$ cat config.mk
export PLATFORM = sky130hd
export DESIGN_NAME = session_id_table_core_flat
export DESIGN_NICKNAME = d
export VERILOG_FILES = /design/src/rtl/core/sidt_pkg.sv /design/src/rtl/core/sidt_if.sv /design/src/rtl/core/sidt_slot_cell.sv /design/src/rtl/core/sidt_stack_cell.sv /design/src/rtl/core/session_id_table_core.sv /design/src/flat_wrapper.sv
export SDC_FILE = /design/constraint.sdc
export NUM_CORES = 2
export LEC_CHECK = 0
export ABC_AREA = 1
export ABC_CLOCK_PERIOD_IN_PS = 4600
export BUFFER_PORTS_ARGS = -buffer_cell sky130_fd_sc_hd__buf_2
export CAP_MARGIN = 20
export CORE_AREA = 10 10 233 291
export CTS_BUF_LIST = sky130_fd_sc_hd__clkbuf_4
export CTS_CLUSTER_SIZE = 20
export DETAILED_ROUTE_END_ITERATION = 10
export DIE_AREA = 0 0 243 301
export MAX_ROUTING_LAYER = met4
export PLACE_DENSITY = 0.82
export SYNTH_ARGS = -nofsm -noshare
export SYNTH_HDL_FRONTEND = slang
export SYNTH_SLANG_ARGS = --single-unit
export TNS_END_PERCENT = 5
$ cat constraint.sdc
create_clock -name clock -period 4.6 [get_ports clock]
set_input_delay 0.69 -clock clock [delete_from_list [all_inputs] [get_ports clock]]
set_output_delay 0.69 -clock clock [all_outputs]
set_load 0.02 [all_outputs]
$ cat src/rtl/core/sidt_pkg.sv
`default_nettype none

package sidt_pkg;

   // Table geometry; the ID field is four bits wide, so at most sixteen IDs
   localparam int MAX_IDS  = 16;
   localparam int ID_W     = 4;
   localparam int CNT_W    = 5;
   localparam int IP_W     = 32;
   localparam int PORT_W   = 16;
   localparam int CMD_W    = 2;
   localparam int STATUS_W = 3;

   typedef enum logic [CMD_W-1:0] {
      CMD_CONNECT = 2'd0,
      CMD_CHECK   = 2'd1,
      CMD_RELEASE = 2'd2
   } command_type;

   typedef enum logic [STATUS_W-1:0] {
      ST_GRANTED    = 3'd0,
      ST_FULL       = 3'd1,
      ST_CHECK_OK   = 3'd2,
      ST_CHECK_FAIL = 3'd3,
      ST_RELEASED   = 3'd4,
      ST_NOT_FOUND  = 3'd5
   } status_type;

   // Match result handed from one table cell to the next
   typedef struct packed {
      logic            hit;
      logic [ID_W-1:0] id;
   } match_type;

   typedef struct packed {
      logic bind_en;
      logic clear;
   } slot_ctl_type;

   typedef struct packed {
      logic push;
      logic pop;
   } stack_ctl_type;

endpackage

`default_nettype wire

$ cat src/rtl/core/sidt_if.sv
`default_nettype none

interface sidt_req_if;
   import sidt_pkg::*;

   logic              valid;
   logic              ready;
   logic [CMD_W-1:0]  command;
   logic [IP_W-1:0]   peer_ip;
   logic [PORT_W-1:0] peer_port;
   logic [ID_W-1:0]   claimed_id;

   modport source (output valid, command, peer_ip, peer_port, claimed_id, input ready);
   modport sink   (input valid, command, peer_ip, peer_port, claimed_id, output ready);
endinterface

interface sidt_rsp_if;
   import sidt_pkg::*;

   logic                valid;
   logic                ready;
   logic [STATUS_W-1:0] status;
   logic [ID_W-1:0]     network_id;

   modport source (output valid, status, network_id, input ready);
   modport sink   (input valid, status, network_id, output ready);
endinterface

`default_nettype wire

$ cat src/rtl/core/sidt_slot_cell.sv
`default_nettype none

module sidt_slot_cell (
   input  wire logic                        clock,
   input  wire logic                        reset,
   input  wire sidt_pkg::slot_ctl_type      ctl,
   input  wire logic [sidt_pkg::IP_W-1:0]   peer_ip,
   input  wire logic [sidt_pkg::PORT_W-1:0] peer_port,
   input  wire logic [sidt_pkg::ID_W-1:0]   cell_id,
   input  wire sidt_pkg::match_type         chain_in,
   output sidt_pkg::match_type              chain_out
);
   import sidt_pkg::*;

   logic              valid_ff, valid_in;
   logic [IP_W-1:0]   ip_ff;
   logic [PORT_W-1:0] port_ff;
   logic              match;

   assign match = valid_ff && (ip_ff == peer_ip) && (port_ff == peer_port);

   // Bindings are unique, so at most one cell matches: merge by OR
   assign chain_out.hit = chain_in.hit | match;
   assign chain_out.id  = chain_in.id | (match ? cell_id : '0);

   always_comb begin
      valid_in = valid_ff;
      if (ctl.bind_en) begin
         valid_in = 1'b1;
      end else if (ctl.clear) begin
         valid_in = 1'b0;
      end
   end

   always_ff @(posedge clock) begin
      if (reset) begin
         valid_ff <= 1'b0;
      end else begin
         valid_ff <= valid_in;
      end
   end

   always_ff @(posedge clock) begin
      if (ctl.bind_en) begin
         ip_ff   <= peer_ip;
         port_ff <= peer_port;
      end
   end

endmodule

`default_nettype wire

$ cat src/rtl/core/sidt_stack_cell.sv
`default_nettype none

module sidt_stack_cell (
   input  wire logic                      clock,
   input  wire logic                      reset,
   input  wire sidt_pkg::stack_ctl_type   ctl,
   input  wire logic [sidt_pkg::ID_W-1:0] reset_id,
   input  wire logic [sidt_pkg::ID_W-1:0] from_above,
   input  wire logic [sidt_pkg::ID_W-1:0] from_below,
   output logic [sidt_pkg::ID_W-1:0]      id_out
);
   import sidt_pkg::*;

   logic [ID_W-1:0] id_ff, id_in;

   // Push shifts toward the bottom, pop shifts toward the top
   always_comb begin
      id_in = id_ff;
      if (ctl.push) begin
         id_in = from_above;
      end else if (ctl.pop) begin
         id_in = from_below;
      end
   end

   always_ff @(posedge clock) begin
      if (reset) begin
         id_ff <= reset_id;
      end else begin
         id_ff <= id_in;
      end
   end

   assign id_out = id_ff;

endmodule

`default_nettype wire

$ cat src/rtl/core/session_id_table_core.sv
`default_nettype none

// Channel   Dir  Beat fields                                      Handshake
// req_bus   in   command, peer_ip, peer_port, claimed_id          valid / ready
// rsp_bus   out  status, network_id                               valid / ready
//
// One request per cycle: the lookup over all table cells, the decision and
// the table and stack update happen in the cycle the request beat is taken;
// the answer is registered at that edge and shows on rsp_bus the next cycle.
// Reset clears every valid mark, reloads the free stack with all IDs (the
// highest on top) and empties the response register.
// A stalled response blocks new requests; taking it frees the slot at once.

module session_id_table_core (
   input wire logic  clock,
   input wire logic  reset,
   sidt_req_if.sink  req_bus,
   sidt_rsp_if.source rsp_bus
);
   import sidt_pkg::*;

   // Lookup chain through the table cells; entry 0 feeds the first cell
   match_type       chain [MAX_IDS+1];
   logic [ID_W-1:0] stack_id [MAX_IDS];

   logic              accept;
   logic              hit;
   logic [ID_W-1:0]   hit_id;
   logic [ID_W-1:0]   top_id;
   logic              do_pop, do_push;
   stack_ctl_type     stack_ctl;
   logic [CNT_W-1:0]  free_count_ff, free_count_in;
   logic              rsp_valid_ff, rsp_valid_in;
   status_type        status_ff, status_in;
   logic [ID_W-1:0]   net_id_ff, net_id_in;

   // Take a request whenever the response register is empty or draining
   assign req_bus.ready = !rsp_valid_ff || rsp_bus.ready;
   assign accept        = req_bus.valid && req_bus.ready;

   assign chain[0] = '0;
   assign hit      = chain[MAX_IDS].hit;
   assign hit_id   = chain[MAX_IDS].id;
   assign top_id   = stack_id[0];

   genvar i;
   generate
      for (i = 0; i < MAX_IDS; i++) begin : g_cell
         slot_ctl_type slot_ctl;

         // Bind the popped ID to the peer, clear the released one
         assign slot_ctl.bind_en = do_pop && (top_id == ID_W'(i));
         assign slot_ctl.clear   = do_push && (hit_id == ID_W'(i));

         sidt_slot_cell u_slot (
            .clock     (clock),
            .reset     (reset),
            .ctl       (slot_ctl),
            .peer_ip   (req_bus.peer_ip),
            .peer_port (req_bus.peer_port),
            .cell_id   (ID_W'(i)),
            .chain_in  (chain[i]),
            .chain_out (chain[i+1])
         );

         // Free stack cell; cell 0 is the top of stack
         sidt_stack_cell u_stack (
            .clock      (clock),
            .reset      (reset),
            .ctl        (stack_ctl),
            .reset_id   (ID_W'(MAX_IDS - 1 - i)),
            .from_above ((i == 0) ? hit_id : stack_id[(i == 0) ? 0 : i-1]),
            .from_below ((i == MAX_IDS-1) ? '0 : stack_id[(i == MAX_IDS-1) ? i : i+1]),
            .id_out     (stack_id[i])
         );
      end
   endgenerate

   // Decide the answer and the state change for the request beat
   always_comb begin
      do_pop    = 1'b0;
      do_push   = 1'b0;
      status_in = status_ff;
      net_id_in = net_id_ff;
      if (accept) begin
         net_id_in = '0;
         case (command_type'(req_bus.command))
            CMD_CONNECT: begin
               if (hit) begin
                  status_in = ST_GRANTED;
                  net_id_in = hit_id;
               end else if (free_count_ff == '0) begin
                  status_in = ST_FULL;
               end else begin
                  do_pop    = 1'b1;
                  status_in = ST_GRANTED;
                  net_id_in = top_id;
               end
            end
            CMD_CHECK: begin
               status_in = (hit && hit_id == req_bus.claimed_id) ? ST_CHECK_OK
                                                                 : ST_CHECK_FAIL;
            end
            CMD_RELEASE: begin
               if (hit) begin
                  do_push   = 1'b1;
                  status_in = ST_RELEASED;
                  net_id_in = hit_id;
               end else begin
                  status_in = ST_NOT_FOUND;
               end
            end
            default: begin
               status_in = ST_CHECK_FAIL;
            end
         endcase
      end
   end

   // Drop a push onto a full stack; the binding is still cleared
   assign stack_ctl.push = do_push && (free_count_ff < CNT_W'(MAX_IDS));
   assign stack_ctl.pop  = do_pop;

   always_comb begin
      free_count_in = free_count_ff;
      if (stack_ctl.pop) begin
         free_count_in = free_count_ff - CNT_W'(1);
      end else if (stack_ctl.push) begin
         free_count_in = free_count_ff + CNT_W'(1);
      end
   end

   always_comb begin
      rsp_valid_in = rsp_valid_ff;
      if (accept) begin
         rsp_valid_in = 1'b1;
      end else if (rsp_bus.ready) begin
         rsp_valid_in = 1'b0;
      end
   end

   always_ff @(posedge clock) begin
      if (reset) begin
         free_count_ff <= CNT_W'(MAX_IDS);
         rsp_valid_ff  <= 1'b0;
      end else begin
         free_count_ff <= free_count_in;
         rsp_valid_ff  <= rsp_valid_in;
      end
   end

   // Hold the response payload unless a new beat is taken
   always_ff @(posedge clock) begin
      status_ff <= status_in;
      net_id_ff <= net_id_in;
   end

   assign rsp_bus.valid      = rsp_valid_ff;
   assign rsp_bus.status     = status_ff;
   assign rsp_bus.network_id = net_id_ff;

endmodule

`default_nettype wire

$ cat src/flat_wrapper.sv
// flat-port wrapper written by rule: the top's interface ports become plain ports
module session_id_table_core_flat import sidt_pkg::*;
  (clock, reset, req_bus_valid, req_bus_command, req_bus_peer_ip, req_bus_peer_port, req_bus_claimed_id, req_bus_ready, rsp_bus_valid, rsp_bus_status, rsp_bus_network_id, rsp_bus_ready);
  sidt_req_if req_bus_i ();
  sidt_rsp_if rsp_bus_i ();
  input wire logic clock;
  input wire logic reset;
  input wire logic [$bits(req_bus_i.valid)-1:0] req_bus_valid;
  input wire logic [$bits(req_bus_i.command)-1:0] req_bus_command;
  input wire logic [$bits(req_bus_i.peer_ip)-1:0] req_bus_peer_ip;
  input wire logic [$bits(req_bus_i.peer_port)-1:0] req_bus_peer_port;
  input wire logic [$bits(req_bus_i.claimed_id)-1:0] req_bus_claimed_id;
  output wire logic [$bits(req_bus_i.ready)-1:0] req_bus_ready;
  output wire logic [$bits(rsp_bus_i.valid)-1:0] rsp_bus_valid;
  output wire logic [$bits(rsp_bus_i.status)-1:0] rsp_bus_status;
  output wire logic [$bits(rsp_bus_i.network_id)-1:0] rsp_bus_network_id;
  input wire logic [$bits(rsp_bus_i.ready)-1:0] rsp_bus_ready;
  assign req_bus_i.valid = req_bus_valid;
  assign req_bus_i.command = req_bus_command;
  assign req_bus_i.peer_ip = req_bus_peer_ip;
  assign req_bus_i.peer_port = req_bus_peer_port;
  assign req_bus_i.claimed_id = req_bus_claimed_id;
  assign req_bus_ready = req_bus_i.ready;
  assign rsp_bus_valid = rsp_bus_i.valid;
  assign rsp_bus_status = rsp_bus_i.status;
  assign rsp_bus_network_id = rsp_bus_i.network_id;
  assign rsp_bus_i.ready = rsp_bus_ready;
  session_id_table_core u_core (.clock(clock), .reset(reset), .req_bus(req_bus_i), .rsp_bus(rsp_bus_i));
endmodule
==> results.ini <==
[status]
status=finished, final reports clean

[sta]
finClkSkew_ns=0.0758
fin_crit_ns=4.04
tightest_slew_ns=0.790
tns_ns=0
hold_violations=0
relSlewSlack=0.468
rsz0062_at_grt=no
drv_slew=0
fmax_mhz=248
setup_ws_ns=0.563
setup_violations=0
timing.hold.ws_ns=0.0625
period_share=0.878

[detailed_routing]
drt-total-wl_mm=148
firstDrtPassIters=7
drtAntennaViolNets=0
detail_route.iter0.violations=5164
avgRoutedWirePerCell_um=27.1
vias_per_cell=6.04
drc=0
vias=32900

[critical_path]
r2r_cells=18
crit_fanout=32
worstReg2RegEnd=u_core.free_count_ff[3]$_SDFFE_PP0P_
slowest_delay_ns=0.54
critPathRequiredTime_ns=5.35
slowest_stage=dlygate4sd3_1
critPathLaunch=req_bus_peer_ip[23]
timing.reg2reg.setup_slack_ns=0.86
critPathKind=in -> reg
arrival_ns=4.79
cp_cell_sequence=dlygate4sd3_1, buf_2, inv_1, buf_4, nand2_1, nand3_1, nor2_1, nand3_1, nor2_1, nand2_1, nand2_1, nor2_1, nand2_4, nor2_8, nand2_4, inv_2, buf_4, nand3_1, inv_2, buf_12
cp_top_family=simple AND/OR/NAND/NOR gates
crit_buf_inv=8
worstSetupStartpointType=input pin
endpoint_kind=register
r2r-start=u_core.g_cell[3].u_slot.port_ff[13]$_DFFE_PP_

[power]
leakage_nw=18.3
vdd_ir_drop_max_mv=0.312
powerDensity_nw_per_um2=365
finalPower_mw=16.3

[floorplanning]
die_y_um=301
rows=102
initial_utilization=0.648
core_area_sq_um=61800
ios=67
dieWidth_um=243
die_area_sq_um=73100

[worst_hold_path]
min_from=req_bus_peer_port[1]
hold_depth=2
hold_class=in -> reg
holdPathEnd=u_core.g_cell[7].u_slot.port_ff[1]$_DFFE_PP_

[global_route]
grt_pass1_wl_mm=211
grt_pass1_vias=31700
grt.total_usage=0.416
grt-ovfl-total=0
antenna_found_initial=12
grt_max_degree=128

[cells_and_area]
postLayoutCoreUtil=0.724
fin_nets=4508
area_growth_pct=11.6
multiInputGateArea_sq_um=12500
register_area_sq_um=25000
drive_gt1_frac=0.131
stdcell_count=5455
num-fill-cells=4616
finalInstanceArea_sq_um=44700

[yosys]
synth_seq_area_share=0.624
ys_warn_count=0
synth_top_cell_area_share=0.581
synthCells=4182
syn-num-nets=4244
async_reset_ff_frac=0
synth-seq-cells=861
syn_area_sq_um=40000
yosys.area.top_type=edfxtp_1
yosys-top-cells-count=nand2_1 (1367), edfxtp_1 (775), nor2_1 (455), inv_1 (370), nand3_1 (247)
yosysMostFrequentCell=nand2_1
synth_edf_count=775
synth_ff_type=edfxtp_1
synth.distinct_cells=34
yosys-top-cells-area=edfxtp_1 (58%), nand2_1 (13%), dfxtp_1 (4.3%)
avgSynthCellArea_sq_um=9.57

[placement]
port-buffer-count=66
placed_area_sq_um=41900
pre_cts_ws_ns=0.0795
hpwl_mm=96.7
place_congestion=1.04
dp_cells=5059

[clock_network]
cts_max_path_buffers=3
cts_made_buffers=206
cts_num_sinks=861
cts_setup_buffers=0
clock_latency_ns=1.13
cts_tree=done
path_clk_slew_ns=0.08
ctsHtreeMaxLevel=4
cts-root-buf=clkbuf_4

[flow_run]
maxCapViolCount=0

## registers in the layout (all words and copies together) (netlist names)
name and cells:
u_core.g_cell.u_slot.ip_ff 512, u_core.g_cell.u_slot.port_ff 256, u_core.g_cell.u_stack.id_out 64, u_core.g_cell.u_slot.valid_ff 16, u_core.free_count_ff 5, u_core.rsp_bus.network_id 4, u_core.rsp_bus.status 3, u_core.rsp_bus.valid 1
## where the power goes
group	switching [mW]	internal (mW)	total [mW]
combinational	0.971	0.331	1.30
sequential	0.0308	8.56	8.59
clock	3.19	3.23	6.42
## cell type report
class | instances | area share
inverter | 410 | 0.0345
antenna | 16 | 0.000896
tap | 832 | 0.0233
sequential | 861 | 0.559
clock inverter | 68 | 0.00882
multi-input combinational | 2740 | 0.280
timing repair buffer | 227 | 0.0432
clock buffer | 301 | 0.0506
## layer usage
metal	vias to the layer above	global-route usage	routed length, um
li1	14300	-	-
met1	15200	0.458	47200
met2	2734	0.614	65200
met3	708	0.128	19900
met4	0	0.354	15300
met5	-	-	0
## worst max path at each step
stage / endpoint / slack (ns) / depth (start not counted)
final: u_core.g_cell[11].u_slot.port_ff[1]$_DFFE_PP_ / 0.56 / 20
after global routing: u_core.g_cell[5].u_stack.id_out[1]$_SDFFE_PP1P_ / 0.59 / 22
after CTS: u_core.g_cell[11].u_slot.port_ff[1]$_DFFE_PP_ / 0.87 / 21
after detailed placement: u_core.free_count_ff[3]$_SDFFE_PP0P_ / 0.08 / 19
after floorplan: u_core.g_cell[13].u_slot.ip_ff[0]$_DFFE_PP_ / 0.88 / 21
after global placement: u_core.free_count_ff[1]$_SDFFE_PP0P_ / 0.14 / 19
## worst reg2reg max path: cells and delay by family, from the launching register on
family | cells | cell delay [ns]
and+or+nand+nor | 14 | 2.55
AOI/OAI and AO/OA | 1 | 0.09
DFF | 1 | 0.38
buffers and inverters | 3 | 0.64
## cell usage in the layout, fill, tap and decap left out, types with 66 or more instances in the layout
cell / instances
nand2_1: 1367
nor2_1: 454
inv_1: 353
o21ai_1: 77
edfxtp_1: 775
o21ai_0: 220
nand3_1: 247
clkbuf_4: 301
buf_2: 66
buf_4: 121
xor2_1: 79
dfxtp_1: 86
xnor2_1: 145
## repair_timing
action | in CTS | in global routing
gates resized for setup | 0 | 0
endpoints found under the hold margin | 17 | 0
hold buffers | 11 | 0
## logic make-up (layout without fill, tap and decap cells)
logic type | after synthesis | after routing | share of synthesized area
flip-flops | 861 | 861 | 0.624
adder cells (fa/ha/maj) | 4 | 4 | 0.00144
XOR/XNOR | 224 | 224 | 0.0490
other | 0 | 16 | 0
AND/OR/NAND/NOR | 2108 | 2108 | 0.209
buffers and inverters | 581 | 1006 | 0.0636
AO/OA/AOI/OAI | 404 | 404 | 0.0525
No activity file was read; power rests on OpenSTA's default activity.
